==> src/sv/lcr_pkg.sv <==
`timescale 1ns / 1ps
// ----------------------------------------------------------------------------
// lcr_pkg: shared types and constants
// Field widths of the access and result ports and the result record.
// ----------------------------------------------------------------------------
package lcr_pkg;

	localparam int ADDR_PORT_W = 32;
	localparam int CFG_W       = 5;

	localparam logic [CFG_W-1:0] WAYS_RESET = 5'd16;

	typedef struct packed {
		logic                   hit;
		logic                   evicted;
		logic [ADDR_PORT_W-1:0] evicted_address;
	} result_t;

endpackage

==> src/sv/lcr_capacity_reg.sv <==
`timescale 1ns / 1ps
// ----------------------------------------------------------------------------
// lcr_capacity_reg: capacity register
// Holds ways_in_use and presents it clamped to the range 1 to MAX_ENTRIES.
// ----------------------------------------------------------------------------
module lcr_capacity_reg #(
	parameter int MAX_ENTRIES = 16,
	parameter int CNT_W       = 5
) (
	input  logic                      clk,
	input  logic                      arst_n,
	input  logic                      cfg_valid,
	output logic                      cfg_ready,
	input  logic [lcr_pkg::CFG_W-1:0] ways_in_use,
	output logic [CNT_W-1:0]          cap
);
	import lcr_pkg::*;

	logic [CFG_W-1:0] ways_q;

	assign cfg_ready = 1'b1;

	always_ff @(posedge clk or negedge arst_n) begin
		if (!arst_n) begin
			ways_q <= WAYS_RESET;
		end else if (cfg_valid && cfg_ready) begin
			ways_q <= ways_in_use;
		end
	end

	// zero acts as one, anything above the store size acts as full size
	always_comb begin
		if (ways_q == '0) begin
			cap = CNT_W'(1);
		end else if (32'(ways_q) > 32'(MAX_ENTRIES)) begin
			cap = CNT_W'(MAX_ENTRIES);
		end else begin
			cap = CNT_W'(ways_q);
		end
	end

endmodule

==> src/sv/lcr_tag_store.sv <==
`timescale 1ns / 1ps
// ----------------------------------------------------------------------------
// lcr_tag_store: recency-ordered tag store
// Parallel tag compare over the valid entries, eviction of the least-recent
// entry, and a recency shift with the new tag placed at the front.
// ----------------------------------------------------------------------------
module lcr_tag_store #(
	parameter int MAX_ENTRIES = 16,
	parameter int ADDR_BITS   = 32,
	parameter int CNT_W       = 5
) (
	input  logic                   clk,
	input  logic                   arst_n,
	input  logic                   advance,
	input  logic [ADDR_BITS-1:0]   tag,
	input  logic [CNT_W-1:0]       cap,
	output lcr_pkg::result_t       result
);
	import lcr_pkg::*;

	localparam int IDX_W = (MAX_ENTRIES > 1) ? $clog2(MAX_ENTRIES) : 1;

	logic [ADDR_BITS-1:0]   entry_q [MAX_ENTRIES];
	logic [CNT_W-1:0]       fill_q;
	logic [MAX_ENTRIES-1:0] match;
	logic [MAX_ENTRIES-1:0] shift;
	logic                   found;
	logic                   evict;
	logic [CNT_W-1:0]       fill_dec;
	logic [IDX_W-1:0]       ev_idx;
	logic [ADDR_BITS-1:0]   ev_tag;

	always_comb begin
		for (int i = 0; i < MAX_ENTRIES; i++) begin
			match[i] = (CNT_W'(i) < fill_q) && (entry_q[i] == tag);
		end
	end

	// an entry moves back one place unless the hit lies in front of it
	always_comb begin
		for (int i = 0; i < MAX_ENTRIES; i++) begin
			shift[i] = ~|(match & ~({MAX_ENTRIES{1'b1}} << i));
		end
	end

	assign found    = |match;
	assign evict    = !found && (fill_q >= cap);
	assign fill_dec = fill_q - CNT_W'(1);
	assign ev_idx   = fill_dec[IDX_W-1:0];
	assign ev_tag   = entry_q[ev_idx];

	always_comb begin
		result.hit             = found;
		result.evicted         = evict;
		result.evicted_address = evict ? ADDR_PORT_W'(ev_tag) : '0;
	end

	always_ff @(posedge clk) begin
		if (advance) begin
			entry_q[0] <= tag;
			for (int i = 1; i < MAX_ENTRIES; i++) begin
				if (shift[i]) begin
					entry_q[i] <= entry_q[i-1];
				end
			end
		end
	end

	always_ff @(posedge clk or negedge arst_n) begin
		if (!arst_n) begin
			fill_q <= '0;
		end else if (advance && !found && !evict) begin
			fill_q <= fill_q + CNT_W'(1);
		end
	end

`ifndef SYNTHESIS
	a_fill_bound: assert property (@(posedge clk) disable iff (!arst_n)
		32'(fill_q) <= 32'(MAX_ENTRIES))
		else $error("fill count above store size");

	a_insert_grows: assert property (@(posedge clk) disable iff (!arst_n)
		advance && !found && !evict |=> fill_q == $past(fill_q) + CNT_W'(1))
		else $error("miss without eviction did not grow the fill count");

	a_hit_keeps_fill: assert property (@(posedge clk) disable iff (!arst_n)
		advance && (found || evict) |=> $stable(fill_q))
		else $error("hit or eviction changed the fill count");

	a_front_is_last: assert property (@(posedge clk) disable iff (!arst_n)
		advance |=> entry_q[0] == $past(tag))
		else $error("accessed tag not placed at the most-recent position");

	a_evict_when_full: assert property (@(posedge clk) disable iff (!arst_n)
		evict |-> (fill_q != '0) && !found)
		else $error("eviction from an empty store or on a hit");
`endif

endmodule

==> src/sv/lru_cache_replacement_unit.sv <==
`timescale 1ns / 1ps
// Result path: input register, then result register.
// Throughput: one address per cycle while out_stall is low; compare, eviction pick and recency shift
// all happen combinationally between the input register and the result register.
// Reset: fill count cleared (store empty), capacity 16 clamped to MAX_ENTRIES, no results
// pending; tag entries hold no reset value and are tracked by the fill count only.
// ----------------------------------------------------------------------------
// lru_cache_replacement_unit: fully associative LRU tag store
// Looks up each address, reports hit or miss and any evicted least-recent tag.
// ----------------------------------------------------------------------------
module lru_cache_replacement_unit #(
	parameter int MAX_ENTRIES = 16,
	parameter int ADDR_BITS   = 32
) (
	input  logic                            clk,
	input  logic                            arst_n,
	input  logic                            in_valid,
	output logic                            in_stall,
	input  logic [lcr_pkg::ADDR_PORT_W-1:0] address,
	output logic                            out_valid,
	input  logic                            out_stall,
	output logic                            hit,
	output logic                            evicted,
	output logic [lcr_pkg::ADDR_PORT_W-1:0] evicted_address,
	input  logic                            cfg_valid,
	output logic                            cfg_ready,
	input  logic [lcr_pkg::CFG_W-1:0]       ways_in_use
);
	import lcr_pkg::*;

	localparam int CNT_W = $clog2(MAX_ENTRIES + 1);

	logic                 valid_s1;
	logic [ADDR_BITS-1:0] tag_s1;
	logic                 valid_s2;
	result_t              result_s2;
	result_t              result;
	logic [CNT_W-1:0]     cap;
	logic                 out_free;
	logic                 advance;

	lcr_capacity_reg #(
		.MAX_ENTRIES(MAX_ENTRIES),
		.CNT_W      (CNT_W)
	) u_cap (
		.clk        (clk),
		.arst_n     (arst_n),
		.cfg_valid  (cfg_valid),
		.cfg_ready  (cfg_ready),
		.ways_in_use(ways_in_use),
		.cap        (cap)
	);

	lcr_tag_store #(
		.MAX_ENTRIES(MAX_ENTRIES),
		.ADDR_BITS  (ADDR_BITS),
		.CNT_W      (CNT_W)
	) u_store (
		.clk    (clk),
		.arst_n (arst_n),
		.advance(advance),
		.tag    (tag_s1),
		.cap    (cap),
		.result (result)
	);

	// result register frees when empty or when its transfer completes this cycle
	assign out_free = !valid_s2 || !out_stall;
	assign advance  = valid_s1 && out_free;
	assign in_stall = valid_s1 && !out_free;

	always_ff @(posedge clk or negedge arst_n) begin
		if (!arst_n) begin
			valid_s1 <= 1'b0;
			valid_s2 <= 1'b0;
		end else begin
			if (!in_stall) begin
				valid_s1 <= in_valid;
			end
			if (out_free) begin
				valid_s2 <= valid_s1;
			end
		end
	end

	always_ff @(posedge clk) begin
		if (in_valid && !in_stall) begin
			tag_s1 <= ADDR_BITS'(address);
		end
		if (advance) begin
			result_s2 <= result;
		end
	end

	assign out_valid       = valid_s2;
	assign hit             = result_s2.hit;
	assign evicted         = result_s2.evicted;
	assign evicted_address = result_s2.evicted_address;

endmodule

==> config.mk <==
export PLATFORM = sky130hd
export DESIGN_NAME = lru_cache_replacement_unit
export DESIGN_NICKNAME = d
export VERILOG_FILES = /design/src/sv/lcr_pkg.sv /design/src/sv/lcr_capacity_reg.sv /design/src/sv/lcr_tag_store.sv /design/src/sv/lru_cache_replacement_unit.sv
export SDC_FILE = /design/constraint.sdc
export NUM_CORES = 1
export LEC_CHECK = 0
export BUFFER_PORTS_ARGS = -buffer_cell sky130_fd_sc_hd__buf_2
export CORE_MARGIN = 1.5
export CORE_UTILIZATION = 30
export CTS_CLUSTER_DIAMETER = 80
export DETAILED_ROUTE_END_ITERATION = 8
export GPL_TIMING_DRIVEN = 0
export HOLD_SLACK_MARGIN = 0.02
export MAX_ROUTING_LAYER = met4
export PLACE_DENSITY = 0.53
export REMOVE_ABC_BUFFERS = 1
export SETUP_SLACK_MARGIN = 0.02
export SLEW_MARGIN = 10
export SYNTH_ARGS = -nofsm -noshare
export SYNTH_HDL_FRONTEND = slang
export SYNTH_HIERARCHICAL = 1
export SYNTH_SLANG_ARGS = --single-unit
==> constraint.sdc <==
create_clock -name clk -period 14.25 [get_ports clk]
set_clock_uncertainty 0.15 [all_clocks]
set_input_delay 2.85 -clock clk [delete_from_list [all_inputs] [get_ports clk]]
set_output_delay 2.85 -clock clk [all_outputs]
set_load 0.05 [all_outputs]
==> reports/metrics.cfg <==
[floorplan]
num_io_pins = 79
rows = 115
die_h_um = 318
coreArea_um2 = 98400
start_util_pct = 30.3
die_area_um2 = 101000
die_w_um = 318

[job]
cap_violations = 0

[yosys]
synthesis.area_um2 = 29800
synth_flop_cell = edfxtp_1
yosys_warnings = 6
syn_area_per_cell_um2 = 15.1
synthCells = 1977
synth-seq-area-share_pct = 59.2
async_flop_share_pct = 2.03
ys_ff_latch = 590
synth_edf_count = 578
synth.distinct_cells = 61

[routing]
dr.pass1.iters = 5
vias = 18100
ant_nets = 0
drc = 0
wl_per_cell_um = 30.3
wirelength_mm = 103
viasPerCell = 5.33
drt_iter0_markers = 1866

[place]
gp_congestion = 0.968
io_buffers = 77
dp_hpwl_mm = 80.6
dp.cells = 3262
place_area_um2 = 32000

[clocking]
cts_tree = yes
cts_buffer_depth = 3
numClockSinks = 590
clkTransAtPathRegs_ns = 0.06
cts-root-buf = clkbuf_16
cts_hold_buf = 0
cts_setup_buffers = 0
cts_made_buffers = 73
cts_resized = 0
h-tree-depth = 3
clk_latency_ns = 0.63

[sta]
finalSetupTns_ns = 0
hold_viol_final = 0
tightest_slew_ns = 1.25
min_period_ns = 6.38
finalSetupViolations = 0
rsz0062_at_grt = no
finalCritPeriodShare_pct = 44.8
fmax_mhz = 157
slew_headroom_pct = 16.9
report.final.slew_viol_count = 0

[critical_path]
critical_path_class = primary input to output port
cp_max_fo = 3
endpoint_kind = output port
cp-start-kind = primary input
crit_required_ns = 11.25
arrival_ns = 3.38

[finish]
multi_input_area_um2 = 11500
nets = 2099
fin_util_pct = 35.0
fin_cells = 3395
n_fill_cell = 9450
drive_above_1_share_pct = 19.1
fin_area_um2 = 34500
diodes = 0
register_area_um2 = 17700
area_delta_synth_final_pct = 15.5

[power_and_ir_drop]
power_mw = 6.93
powerDensity_nw_per_um2 = 201
peakVddDrop_uv = 158
leakagePower_nw = 10.9

[grt]
grt_max_degree = 39
antenna_found_initial = 0
gr-total-overflow = 0
grt_usage_pct = 20.6
grt_pass1_vias = 18700
grt_pass1_wl_mm = 143

[run_status]
status = completed

[worst_hold_path]
holdCritPathClass = register to register

[area by class of cell]
class | count | share of cell area [%]
Clock buffer | 90 | 5.73
Clock inverter | 43 | 1.22
Inverter | 14 | 0.153
Multi-Input combinational cell | 1253 | 33.5
Sequential cell | 590 | 51.3
Tap cell | 1287 | 4.67
Timing Repair Buffer | 118 | 3.46
[power breakdown]
group / leakage, nW / internal (mW) / switching [mW]
logic: 4.06 / 1.04 / 1.60
clock network: 1.18 / 1.13 / 0.746
registers: 5.70 / 2.17 / 0.242
total: 10.9 / 4.34 / 2.59
[registers in the layout, summed over array words and instances, names as in the netlist]
register and count:
tag_s1 32, valid_s1 1, u_store/entry_q 512, evicted 1, hit 1, evicted_address 32, out_valid 1, u_store/fill_q 5
u_cap/ways_q 5
[cell families (layout without fill, tap and decap cells)]
group,after synthesis,count (layout),share of synthesized area [%]
DFF,590,590,59.2
xor gates and xnor gates,522,522,15.3
and+or+nand+nor,462,462,9.07
muxes,165,165,10.9
buffers and inverters,134,265,2.53
AOI/OAI and AO/OA,96,96,2.61
adders and majority gates,7,7,0.294
other,1,1,0.0126
[metrics by stage]
| step | setup slack [ns] | hold slack [ns] |
|---|---|---|
| 4_1_cts | 7.87 | 0.337 |
| 3_5_place_dp | 7.36 | 0.327 |
| 2_1_floorplan | -0.980 | 0.314 |
| 3_3_place_gp | -10.30 | 0.320 |
| 5_1_grt | 7.80 | 0.344 |
| 6_report | 7.87 | 0.336 |
[critical path: stages]
cell and delay [ns]:
buf_2 0.13, nand3_2 0.09, inv_1 0.06, buf_2 0.25
[placed cells by master (no fill, tap or decap), types with 10 or more instances in the layout]
cell       instances
mux4_2           128
nor2b_1           38
nor3_1            20
nor4b_1           10
a211oi_1          54
nand2_1           77
nand3_1           18
inv_1             11
xnor2_1          348
mux2i_1           32
clkbuf_1          13
nand4_1          124
xor2_1           172
edfxtp_1         578
clkinv_2          13
clkinv_1          15
buf_16            18
nor2_1            30
buf_2             77
dfrtp_1           10
or4_1             13
a211oi_2          11
clkbuf_16         77
nor4_1            77
[metal layers]
metal / track usage, % / up-vias / part of all wire [%]
met5: - / - / 0
met4: 8.11 / 0 / 4.3
met3: 2.93 / 166 / 5.0
met2: 34.2 / 719 / 50
met1: 25.4 / 9418 / 41
li1: - / 7806 / -
[worst paths after layout]
| kind | startpoint | to | slack, ns | cells after the start |
|---|---|---|---|---|
| max | out_stall | in_stall | 7.87 | 4 |
| min | u_store/entry_q[9][25] | u_store/entry_q[10][25] | 0.34 | 0 |
| max reg2reg | u_store/fill_q[2] | evicted_address[31] | 9.04 | 8 |
| min reg2reg | u_store/entry_q[9][25] | u_store/entry_q[10][25] | 0.34 | 0 |
| max in group asynchronous | arst_n | u_cap/ways_q[4] | 11.68 | 1 |
| min in group asynchronous | arst_n | u_store/fill_q[4] | 1.97 | 1 |
[cell usage after synthesis (23+ instances only)]
master,count,share of area (%)
a211oi_1,54,1.4
buf_2,39,0.65
buf_4,36,0.91
clkbuf_1,31,0.39
edfxtp_1,578,58
mux2i_1,32,1.1
mux4_2,128,9.7
nand2_1,77,0.97
nand4_1,124,2.6
nor2_1,34,0.43
nor2b_1,39,0.82
nor3_1,23,0.39
nor4_1,77,1.6
xnor2_1,349,10
xor2_1,173,5.1
Power figures use the tool's default switching activity.
